`src/rtl/signed_decimal_formatter_with_commas_core_assert.svh`:
```
// Assertion macros shared by the formatter RTL.
`ifndef SIGNED_DECIMAL_FORMATTER_WITH_COMMAS_CORE_ASSERT_SVH
`define SIGNED_DECIMAL_FORMATTER_WITH_COMMAS_CORE_ASSERT_SVH

// same-cycle implication, clocked on clk, off during reset
`define SDFC_ASSERT_IMP(label, ante, cons, msg) \
	label: assert property (@(posedge clk) disable iff (!arst_n) (ante) |-> (cons)) \
		else $error(msg);

// next-cycle implication
`define SDFC_ASSERT_NXT(label, ante, cons, msg) \
	label: assert property (@(posedge clk) disable iff (!arst_n) (ante) |=> (cons)) \
		else $error(msg);

`endif

```
`src/rtl/sdfc_pkg.sv`:
```
// Package: widths, character codes, sequencer states and helpers of the formatter.
package sdfc_pkg;

	localparam int VALUE_W        = 31;
	localparam int CHAR_W         = 8;
	localparam int LIM_W          = 64;
	localparam int MAX_DIGITS_DEF = 9;

	localparam logic [CHAR_W-1:0] CH_ZERO  = 8'h30;
	localparam logic [CHAR_W-1:0] CH_NINE  = 8'h39;
	localparam logic [CHAR_W-1:0] CH_COMMA = 8'h2C;
	localparam logic [CHAR_W-1:0] CH_MINUS = 8'h2D;

	typedef enum logic [4:0] {
		ST_IDLE  = 5'b00001,
		ST_CONV  = 5'b00010,
		ST_SIGN  = 5'b00100,
		ST_DIGIT = 5'b01000,
		ST_COMMA = 5'b10000
	} state_t;

	// largest magnitude with the given number of digits, elaboration only
	function automatic logic [LIM_W-1:0] max_mag(input int digits);
		logic [LIM_W-1:0] lim;
		lim = LIM_W'(1);
		for (int n = 0; n < digits; n++) begin
			lim = (lim << 3) + (lim << 1);
		end
		return lim - LIM_W'(1);
	endfunction

	function automatic logic [CHAR_W-1:0] to_ascii(input logic [3:0] d);
		return {4'h3, d};
	endfunction

endpackage

```
`src/rtl/sdfc_in_if.sv`:
```
// Input channel: one signed value per request.
interface sdfc_in_if;
	logic                                 valid;
	logic                                 ready;
	logic signed [sdfc_pkg::VALUE_W-1:0] value;

	modport source (output valid, output value, input ready);
	modport sink   (input valid, input value, output ready);
endinterface

```
`src/rtl/sdfc_out_if.sv`:
```
// Output channel: one ASCII character per request, last marks the end of a number.
interface sdfc_out_if;
	logic                          valid;
	logic                          ready;
	logic [sdfc_pkg::CHAR_W-1:0]   character;
	logic                          last;

	modport source (output valid, output character, output last, input ready);
	modport sink   (input valid, input character, input last, output ready);
endinterface

```
`src/rtl/signed_decimal_formatter_with_commas_core.sv`:
```
// Sequence: accept, shift-add-3 conversion of all VALUE_W (31) magnitude bits unless
// saturated, leading zero digits skipped, then one character per cycle (sign, digits,
// commas) as dout allows. The converter takes one magnitude bit a cycle, and a new number
// is accepted only in idle, once the last character of the previous one is loaded.
// The output register lets the last character wait while the next number is accepted.
// Reset (arst_n low, asynchronous) returns the sequencer to idle and drops dout.valid.
`include "signed_decimal_formatter_with_commas_core_assert.svh"

module signed_decimal_formatter_with_commas_core #(
	parameter int MAX_DIGITS = sdfc_pkg::MAX_DIGITS_DEF
) (
	input  logic              clk,
	input  logic              arst_n,
	sdfc_in_if.sink           din,
	sdfc_out_if.source        dout
);

	localparam int VW     = sdfc_pkg::VALUE_W;
	localparam int BCD_W  = MAX_DIGITS * 4;
	localparam int CNT_W  = $clog2(VW);
	localparam int IDX_W  = $clog2(MAX_DIGITS);
	localparam logic [sdfc_pkg::LIM_W-1:0] LIM = sdfc_pkg::max_mag(MAX_DIGITS);
	localparam logic [IDX_W-1:0] IDX_TOP = IDX_W'(MAX_DIGITS - 1);
	localparam logic [1:0]       R_TOP   = 2'((MAX_DIGITS - 1) % 3);

	sdfc_pkg::state_t state_q;

	logic [VW-1:0]                 mag_q;
	logic [BCD_W-1:0]              bcd_q;
	logic                          neg_q;
	logic [CNT_W-1:0]              cnt_q;
	logic [IDX_W-1:0]              idx_q;
	logic [1:0]                    r_q;
	logic                          started_q;
	logic                          out_valid_q;
	logic [sdfc_pkg::CHAR_W-1:0]   char_q;
	logic                          last_q;

	logic [VW-1:0]                 raw;
	logic                          neg_d;
	logic [VW-1:0]                 mag_d;
	logic                          sat_d;
	logic [BCD_W-1:0]              bcd_adj;
	logic [3:0]                    cur_digit;
	logic                          skip;
	logic                          adv;
	logic                          load;
	logic [sdfc_pkg::CHAR_W-1:0]   load_char;
	logic                          load_last;
	logic [1:0]                    r_dec;
	logic                          in_conv;
	logic                          out_digit;
	logic                          out_punct;

	assign din.ready      = (state_q == sdfc_pkg::ST_IDLE);
	assign dout.valid     = out_valid_q;
	assign dout.character = char_q;
	assign dout.last      = last_q;

	// magnitude and saturation check at accept
	assign raw   = unsigned'(din.value);
	assign neg_d = raw[VW-1];
	assign mag_d = neg_d ? VW'(~raw + VW'(1)) : raw;
	assign sat_d = {{(sdfc_pkg::LIM_W - VW){1'b0}}, mag_d} > LIM;

	// add 3 to every digit of 5 or more before the shift
	always_comb begin
		for (int i = 0; i < MAX_DIGITS; i++) begin
			bcd_adj[i*4 +: 4] = (bcd_q[i*4 +: 4] >= 4'd5) ?
				bcd_q[i*4 +: 4] + 4'd3 : bcd_q[i*4 +: 4];
		end
	end

	assign cur_digit = bcd_q[idx_q*4 +: 4];
	assign skip      = (state_q == sdfc_pkg::ST_DIGIT) && !started_q
		&& (cur_digit == 4'd0) && (idx_q != '0);
	assign adv       = !out_valid_q || dout.ready;
	assign r_dec     = (r_q == 2'd0) ? 2'd2 : r_q - 2'd1;

	always_comb begin
		load      = 1'b0;
		load_char = sdfc_pkg::CH_ZERO;
		load_last = 1'b0;
		case (state_q)
			sdfc_pkg::ST_SIGN: begin
				load      = adv;
				load_char = sdfc_pkg::CH_MINUS;
			end
			sdfc_pkg::ST_COMMA: begin
				load      = adv;
				load_char = sdfc_pkg::CH_COMMA;
			end
			sdfc_pkg::ST_DIGIT: begin
				load      = adv && !skip;
				load_char = sdfc_pkg::to_ascii(cur_digit);
				load_last = (idx_q == '0);
			end
			default: begin
				load = 1'b0;
			end
		endcase
	end

	always_ff @(posedge clk or negedge arst_n) begin
		if (!arst_n) begin
			state_q     <= sdfc_pkg::ST_IDLE;
			out_valid_q <= 1'b0;
			started_q   <= 1'b0;
			cnt_q       <= '0;
			idx_q       <= '0;
			r_q         <= '0;
			neg_q       <= 1'b0;
		end else begin
			if (adv) begin
				out_valid_q <= load;
			end
			case (state_q)
				sdfc_pkg::ST_IDLE: begin
					if (din.valid) begin
						neg_q     <= neg_d;
						cnt_q     <= '0;
						idx_q     <= IDX_TOP;
						r_q       <= R_TOP;
						started_q <= 1'b0;
						if (sat_d) begin
							state_q <= neg_d ? sdfc_pkg::ST_SIGN : sdfc_pkg::ST_DIGIT;
						end else begin
							state_q <= sdfc_pkg::ST_CONV;
						end
					end
				end
				sdfc_pkg::ST_CONV: begin
					cnt_q <= cnt_q + CNT_W'(1);
					if (cnt_q == CNT_W'(VW - 1)) begin
						state_q <= neg_q ? sdfc_pkg::ST_SIGN : sdfc_pkg::ST_DIGIT;
					end
				end
				sdfc_pkg::ST_SIGN: begin
					if (adv) begin
						state_q <= sdfc_pkg::ST_DIGIT;
					end
				end
				sdfc_pkg::ST_DIGIT: begin
					if (skip) begin
						idx_q <= idx_q - IDX_W'(1);
						r_q   <= r_dec;
					end else if (adv) begin
						started_q <= 1'b1;
						if (idx_q == '0) begin
							state_q <= sdfc_pkg::ST_IDLE;
						end else begin
							idx_q <= idx_q - IDX_W'(1);
							r_q   <= r_dec;
							if (r_q == 2'd0) begin
								state_q <= sdfc_pkg::ST_COMMA;
							end
						end
					end
				end
				sdfc_pkg::ST_COMMA: begin
					if (adv) begin
						state_q <= sdfc_pkg::ST_DIGIT;
					end
				end
				default: begin
					state_q <= sdfc_pkg::ST_IDLE;
				end
			endcase
		end
	end

	// datapath: magnitude/BCD shift register and output character
	always_ff @(posedge clk) begin
		if ((state_q == sdfc_pkg::ST_IDLE) && din.valid) begin
			mag_q <= mag_d;
			bcd_q <= sat_d ? {MAX_DIGITS{4'h9}} : '0;
		end else if (state_q == sdfc_pkg::ST_CONV) begin
			bcd_q <= {bcd_adj[BCD_W-2:0], mag_q[VW-1]};
			mag_q <= {mag_q[VW-2:0], 1'b0};
		end
		if (load) begin
			char_q <= load_char;
			last_q <= load_last;
		end
	end

	assign in_conv   = (state_q == sdfc_pkg::ST_CONV);
	assign out_digit = (dout.character >= sdfc_pkg::CH_ZERO)
		&& (dout.character <= sdfc_pkg::CH_NINE);
	assign out_punct = (dout.character == sdfc_pkg::CH_COMMA)
		|| (dout.character == sdfc_pkg::CH_MINUS);

	`SDFC_ASSERT_NXT(a_accept_starts, din.valid && din.ready, !din.ready, "accept did not start")
	`SDFC_ASSERT_IMP(a_conv_count, in_conv, cnt_q <= CNT_W'(VW - 1), "conversion counter overran")
	`SDFC_ASSERT_IMP(a_char_kind, dout.valid, out_digit || out_punct, "illegal character on dout")
	`SDFC_ASSERT_IMP(a_last_is_digit, dout.valid && dout.last, out_digit, "number ends on a non-digit")

endmodule

```
`src/flat_wrapper.sv`:
```
// flat-port wrapper written by rule: the top's interface ports become plain ports
module signed_decimal_formatter_with_commas_core_flat 
#(
	parameter int MAX_DIGITS = sdfc_pkg::MAX_DIGITS_DEF
)
  (clk, arst_n, din_valid, din_value, din_ready, dout_valid, dout_character, dout_last, dout_ready);
  sdfc_in_if din_i ();
  sdfc_out_if dout_i ();
  input  logic clk;
  input  logic arst_n;
  input wire logic [$bits(din_i.valid)-1:0] din_valid;
  input wire logic [$bits(din_i.value)-1:0] din_value;
  output wire logic [$bits(din_i.ready)-1:0] din_ready;
  output wire logic [$bits(dout_i.valid)-1:0] dout_valid;
  output wire logic [$bits(dout_i.character)-1:0] dout_character;
  output wire logic [$bits(dout_i.last)-1:0] dout_last;
  input wire logic [$bits(dout_i.ready)-1:0] dout_ready;
  assign din_i.valid = din_valid;
  assign din_i.value = din_value;
  assign din_ready = din_i.ready;
  assign dout_valid = dout_i.valid;
  assign dout_character = dout_i.character;
  assign dout_last = dout_i.last;
  assign dout_i.ready = dout_ready;
  signed_decimal_formatter_with_commas_core #(.MAX_DIGITS(MAX_DIGITS)) u_core (.clk(clk), .arst_n(arst_n), .din(din_i), .dout(dout_i));
endmodule
```
`config.mk`:
```
export PLATFORM = sky130hd
export DESIGN_NAME = signed_decimal_formatter_with_commas_core_flat
export DESIGN_NICKNAME = d
export VERILOG_FILES = /design/src/rtl/sdfc_pkg.sv /design/src/rtl/sdfc_in_if.sv /design/src/rtl/sdfc_out_if.sv /design/src/rtl/signed_decimal_formatter_with_commas_core.sv /design/src/flat_wrapper.sv
export VERILOG_INCLUDE_DIRS = /design/src /design/src/rtl
export SDC_FILE = /design/constraint.sdc
export NUM_CORES = 1
export LEC_CHECK = 0
export BUFFER_PORTS_ARGS = -buffer_cell sky130_fd_sc_hd__buf_4
export CORE_MARGIN = 2
export CORE_UTILIZATION = 54
export CTS_CLUSTER_SIZE = 16
export DETAILED_ROUTE_END_ITERATION = 10
export PLACE_DENSITY = 0.75
export SYNTH_ARGS = -nofsm -noshare
export SYNTH_HDL_FRONTEND = slang
export SYNTH_SLANG_ARGS = --single-unit
```
`constraint.sdc`:
```
create_clock -name clk -period 2.8 [get_ports clk]
set_input_delay 0.42 -clock clk [delete_from_list [all_inputs] [get_ports clk]]
set_output_delay 0.42 -clock clk [all_outputs]
set_load 0.05 [all_outputs]
```
# --- After elaboration in Yosys (flattened, before gate mapping) ---
# Cells that the tools add are included.
word_totals:
  ff_bits: 95
  latch_bits: 0
  mem_bits_rw: 0
  mem_bits_ro: 0
  inputBits: 35
  output_inout_bits: 11
  word_cells: 117
  mem_count: 0
classes:
  add_sub_neg: 13
  n_mul: 0
  n_div: 0
  n_lt_le_gt_ge: 10
  n_eq_ne: 14
  shifts: 1
  muxes: 45
  bitwise: 1
  reduce_logical: 22
op_table:
  columns: ["operator", "count"]
  rows:
  - ["$mux 36", 3]
  - ["$mux 31", 3]
  - ["$mux 4", 14]
  - ["$mux 5", 9]
  - ["$ge 4x3->1 const B", 9]
  - ["$shiftx 36x7->4", 1]
  - ["$add 4x2->4 const B", 8]
  - ["$add 31x1->31 const B", 1]
  - ["$gt 31x30->1 const B", 1]
  - ["$not 31->31", 1]
  - ["$pmux 5 s4", 1]
  - ["$pmux 5 s3", 1]
  - ["$eq 5x5->1 const B", 2]
  - ["$mux 2", 5]
  - ["$pmux 5 s2", 1]
  - ["$logic_not 4->1", 2]
  - ["$pmux 4 s2", 1]
  - ["$reduce_and 4->1", 2]
  - ["$ne 2x2->1 const B", 3]
  - ["$reduce_and 6->1", 1]
  - ["$reduce_bool 2->1", 3]
  - ["$add 5x1->5 const B", 1]
  - ["$eq 5x1->1 const B", 1]
  - ["$eq 5x2->1 const B", 1]
  - ["20 further kinds", 31]

# --- Longest topological paths before layout ---
depth:
  ltp_word: 7
  ltp_mapped: 12

# --- Worst setup path after synthesis ---
# No wires, ideal clock.
synth_timing:
  kind: "reg2reg"
  start: "register u_core.state_q[2]"
  end: "register u_core.bcd_q[0], enable pin"
  setup_ns: 0.421
  t_arrival_ns: 2.975
  slack_ns: -0.596
  stages_incl_launch_ff: 7
  path_buffers: 0
  synth_period_minus_slack_ns: 3.396
  cell_sequence: "dfrtp_1 nor3_1 nand3b_1 inv_1 nand2_2 and2_1 inv_1"
synth_between:
  elab_chain_len: 3
synth_lines:
  columns: ["element", "line_no", "rtl"]
  rows:
  - ["start, declared", "signed_decimal_formatter_with_commas_core.sv:26", "sdfc_pkg::state_t state_q;"]
  - ["start signal, assigned", "signed_decimal_formatter_with_commas_core.sv:106", "state_q <= sdfc_pkg::ST_IDLE;"]
  - ["start signal, assigned", "signed_decimal_formatter_with_commas_core.sv:126", "state_q <= neg_d ? sdfc_pkg::ST_SIGN : sdfc_pkg::ST_DIGIT;"]
  - ["start signal, assigned", "signed_decimal_formatter_with_commas_core.sv:128", "state_q <= sdfc_pkg::ST_CONV;"]
  - ["$eq 5x1->1", null, null]
  - ["net din_ready", "flat_wrapper.sv:13", "output wire logic [$bits(din_i.ready)-1:0] din_ready;"]
  - ["$logic_and 1x1->1", "signed_decimal_formatter_with_commas_core.sv:174", "if ((state_q == sdfc_pkg::ST_IDLE) && din.valid) begin"]
  - ["$reduce_bool 2->1 (no line)", null, null]
  - ["end signal, assigned", "signed_decimal_formatter_with_commas_core.sv:176", "bcd_q <= sat_d ? {MAX_DIGITS{4'h9}} : '0;"]
  - ["end signal, assigned", "signed_decimal_formatter_with_commas_core.sv:178", "bcd_q <= {bcd_adj[BCD_W-2:0], mag_q[VW-1]};"]
  - ["end, declared", "signed_decimal_formatter_with_commas_core.sv:29", "logic [BCD_W-1:0] bcd_q;"]
# The timed path passes the listed nets, and every way through them passes these cells.
# A chain may end at the register's enable or synchronous reset.

# --- Worst setup path after layout ---
layout_timing:
  start: "input din_value[0]"
  end: "register u_core.bcd_q[11] (data pin)"
layout_between:
  elab_chain_len: 6
layout_lines:
  columns: ["element", "line_no", "rtl"]
  rows:
  - ["start, declared", "flat_wrapper.sv:12", "input wire logic [$bits(din_i.value)-1:0] din_value;"]
  - ["$not 31->31", "signed_decimal_formatter_with_commas_core.sv:63", "assign mag_d = neg_d ? VW'(~raw + VW'(1)) : raw;"]
  - ["$add 31x1->31", "signed_decimal_formatter_with_commas_core.sv:63", null]
  - ["$mux 31 (*)", "signed_decimal_formatter_with_commas_core.sv:63", null]
  - ["$gt 31x30->1 (*)", "signed_decimal_formatter_with_commas_core.sv:64", "assign sat_d = {{(sdfc_pkg::LIM_W - VW){1'b0}}, mag_d} > LIM;"]
  - ["$mux 36 (*)", "signed_decimal_formatter_with_commas_core.sv:176", null]
  - ["$mux 36 (*)", "signed_decimal_formatter_with_commas_core.sv:174", null]
# Every way passes the cells marked *; elsewhere a longest branch is shown, timed or not.

==> flow_metrics.tcl <==
set metrics [dict create \
    grt_pass1_vias 5690 \
    ys_ff_latch 92 \
    top_layer "met4" \
    yosys.area_share.simple_pct 23.86 \
    root_buffer "clkbuf_16" \
    overflow 0 \
    worst_setup_path_end_kind "flop" \
    multi_input_area_um2 3832 \
    cts_tree "yes" \
    globalplace.congestion 0.9150 \
    yosys.area.top_type "edfxtp_1" \
    fin_nets 899 \
    setup_viol 22 \
    critical_path_class "in2reg" \
    mostFrequentLayoutCells "buf_4 (155), nand2_1 (75), edfxtp_1 (73)" \
    synth_mux_area_share_pct 3.381 \
    p_per_area_nw_per_um2 900.4 \
    cp_max_fo 17 \
    ys_types 81 \
    yosysWarnings 0 \
    cts_sinks 92 \
    dp_cells 952 \
    numCtsBuffers 9 \
    clk_path_buf_depth 2 \
    synth_area_um2 6550 \
    drtIter0Drc 488 \
    startpoint_type "input pin" \
    die-area_um2 13030 \
    hold_viol 0 \
    whs_ns 0.2506 \
    syn_area_per_cell_um2 9.438 \
    cpPeakStageDelay_ns 0.36 \
    cp_common_cell "buf_4" \
    drc 0 \
    synth_top_family_by_area "simple AND/OR/NAND/NOR gates" \
    crit_family "compound AO/OA/AOI/OAI gates" \
    dr_total_vias 5915 \
    fin_cells 992 \
    row_count 40 \
    totalWireLength_um 16910 \
    wl_per_cell_um 17.05 \
    relSlewSlack_pct 64.28 \
    grt_usage_pct 25.67 \
    die_x_um 114.1 \
    final-seq-area_um2 2670 \
    io_buffers 42 \
    rsz0062_at_grt "yes" \
    synth_edf_count 73 \
    cp.required_ns 2.94 \
    p_leak_nw 3.428 \
    insertion_delay_ns 0.35 \
    maxCapViolations 0 \
    met1_length_um 7236 \
    fmax_mhz 336.4 \
    cp_cell_sequence "buf_8, inv_6, ha_4, nor4b_4, buf_4, nand3_4, o41a_1, xnor2_2, o311ai_2, buf_4, a211o_1, a32o_2, buf_12, a311oi_1" \
    grt_pass1_wl_um 26770 \
    io_pins 46 \
    first_pass_iters 5 \
    synth-adder-area-share_pct 4.585 \
    diodes 0 \
    synth-seq-area-share_pct 40.74 \
    final_area_um2 8513 \
    async_flop_share_pct 20.65 \
    wl_met3_um 903 \
    place_area_um2 7794 \
    mostFrequentLayoutCell "buf_4" \
    report.final.slew_viol_count 0 \
    antenna_found_initial 0 \
    status "finished, violations left" \
    synth_area_leaders "edfxtp_1 (33%), dfrtp_1 (6.9%), o21ai_0 (5.3%), ha_1 (4.6%), nand2_1 (4.4%)" \
    syn_inst 694 \
    initial_core_util_pct 54.99 \
    nFillCells 821 \
    fin_worst_skew_ns 0.008052 \
    wl_met2_um 8411 \
    area_growth_pct 29.97 \
    coreArea_um2 11910 \
    synthFlopType "edfxtp_1" \
    post_route_cells_drive_above_1_share_pct 31.48 \
    synth_compound_area_share_pct 16.73 \
    cp.arrival_ns 3.12 \
    synth-xor-area-share_pct 5.463 \
    cp_num_buf_inv 5 \
    synth_top_area_share_pct 33.47 \
    violations "negative setup slack" \
    cp_slowest_cell "o41a_1" \
    viasPerCell 5.963 \
    tightest_slew_ns 0.5223 \
    ir_drop_mv 0.5075 \
    hpwl_um 11630 \
    holdCritPathClass "in2reg" \
    grt_max_degree 36 \
    period_needed_ns 2.972 \
    min_period_over_period_pct 106.2 \
    postLayoutSetupSlackWorst_ns -0.1724 \
    dp_worst_setup_slack_ns -0.7483 \
    h-tree-depth 3 \
    fp.dieH_um 114.1 \
    drtAntennaViolNets 0 \
    clk_pin_slew_ns 0.06 \
]
==> cell usage after synthesis (all sizes together), types with 5 or more instances <==
cell type / n
nand2: 78
a31oi: 5
xor2: 21
buf: 15
clkbuf: 23
ha: 24
nor2: 68
or4: 8
or2: 6
o31ai: 9
and3: 6
nand2b: 10
nor3: 24
nand3: 12
o21ai: 69
xnor2: 19
edfxtp: 73
a311oi: 9
inv: 38
dfrtp: 18
a211oi: 8
nor4: 15
mux4: 8
nand3b: 6
nor2b: 20
or3: 10
a21oi: 22
a22oi: 5
==> final cells by class <==
class / instances / share of cell area [%]
clock buffers: 11 / 2.734
repair buffers: 172 / 16.56
multi-input cells: 527 / 45.02
inverters: 38 / 1.822
well taps: 147 / 2.160
clock inverters: 5 / 0.3380
flip-flops and latches: 92 / 31.36
==> kinds of logic after synthesis <==
| group | count (synthesis) |
|---|---|
| xor gates and xnor gates | 40 |
| buffers and inverters | 76 |
| other | 2 |
| adders and majority gates | 24 |
| and+or+nand+nor | 285 |
| muxes | 12 |
| AOI/OAI and AO/OA | 163 |
| DFF | 92 |
==> routing by layer <==
layer / up-vias / track usage, %
met4: 0 / 8.455
met3: 40 / 4.659
met5: - / 0
met2: 207 / 43.81
li1: 2834 / -
met1: 2834 / 33.18
==> power by group <==
| part | total [W] | switching (W) | leakage (nW) | internal [W] |
|---|---|---|---|---|
| logic | 0.00377 | 0.00213 | 2.38 | 0.00164 |
| registers | 0.00279 | 0.000448 | 0.929 | 0.00234 |
| clock network | 0.00111 | 0.000511 | 0.123 | 0.000596 |
| total | 0.00767 | 0.00309 | 3.43 | 0.00458 |
==> sequential cells by signal (all words and copies together), names as in the netlist <==
name                   count
u_core.state_q             5
u_core.dout.valid          1
u_core.started_q           1
u_core.mag_q              31
u_core.neg_q               1
u_core.cnt_q               5
u_core.idx_q               4
u_core.dout.character      5
u_core.r_q                 2
u_core.dout.last           1
u_core.bcd_q              36
==> through the flow <==
step	TNS, ns	utilization (%)	power (W)
2_1_floorplan	-12.23	-	0.005030
6_report	-2.241	71.47	0.007665
5_1_grt	-4.265	71.47	0.008157
3_3_place_gp	-10.37	65.43	0.005931
3_5_place_dp	-15.15	65.43	0.006146
4_1_cts	-0.6623	69.86	0.007380
==> what timing repair did <==
| item | 4_1_cts | 5_1_grt |
|---|---|---|
| resized for setup | 31 | 26 |
| pin swaps | 4 | 9 |
| setup buffers | 14 | 8 |
| hold buffers | 1 | 0 |
| endpoints found under the hold margin | 18 | 0 |
| endpoints found under the setup margin | 27 | 27 |
| gates cloned | 1 | 0 |
==> path summary, 6_finish.rpt <==
check                                                 start                            end  slack (ns)  depth (start not counted)
worst max-delay path                           din_value[0]     u_core.bcd_q[11]$_DFFE_PP_       -0.17                         14
worst min-delay path                              din_valid  u_core.state_q[0]$_DFFE_PN1P_        0.25                          2
worst max register to register  u_core.idx_q[0]$_DFFE_PN0P_    u_core.idx_q[2]$_DFFE_PN0P_       -0.11                          9
worst min register to register    u_core.r_q[0]$_DFFE_PN0P_      u_core.r_q[0]$_DFFE_PN0P_        0.48                          2
max in group asynchronous                            arst_n  u_core.state_q[0]$_DFFE_PN1P_        2.05                          2
min in group asynchronous                            arst_n    u_core.idx_q[0]$_DFFE_PN0P_        0.48                          2
==> worst reg2reg max path: cells and delay by family (launching register included) <==
family                 cells  cell delay (ns)
muxes                      1             0.52
buffers and inverters      1             0.13
and+or+nand+nor            3             0.76
DFF                        1             0.46
AOI/OAI and AO/OA          4             0.97
Power figures use the tool's default switching activity.
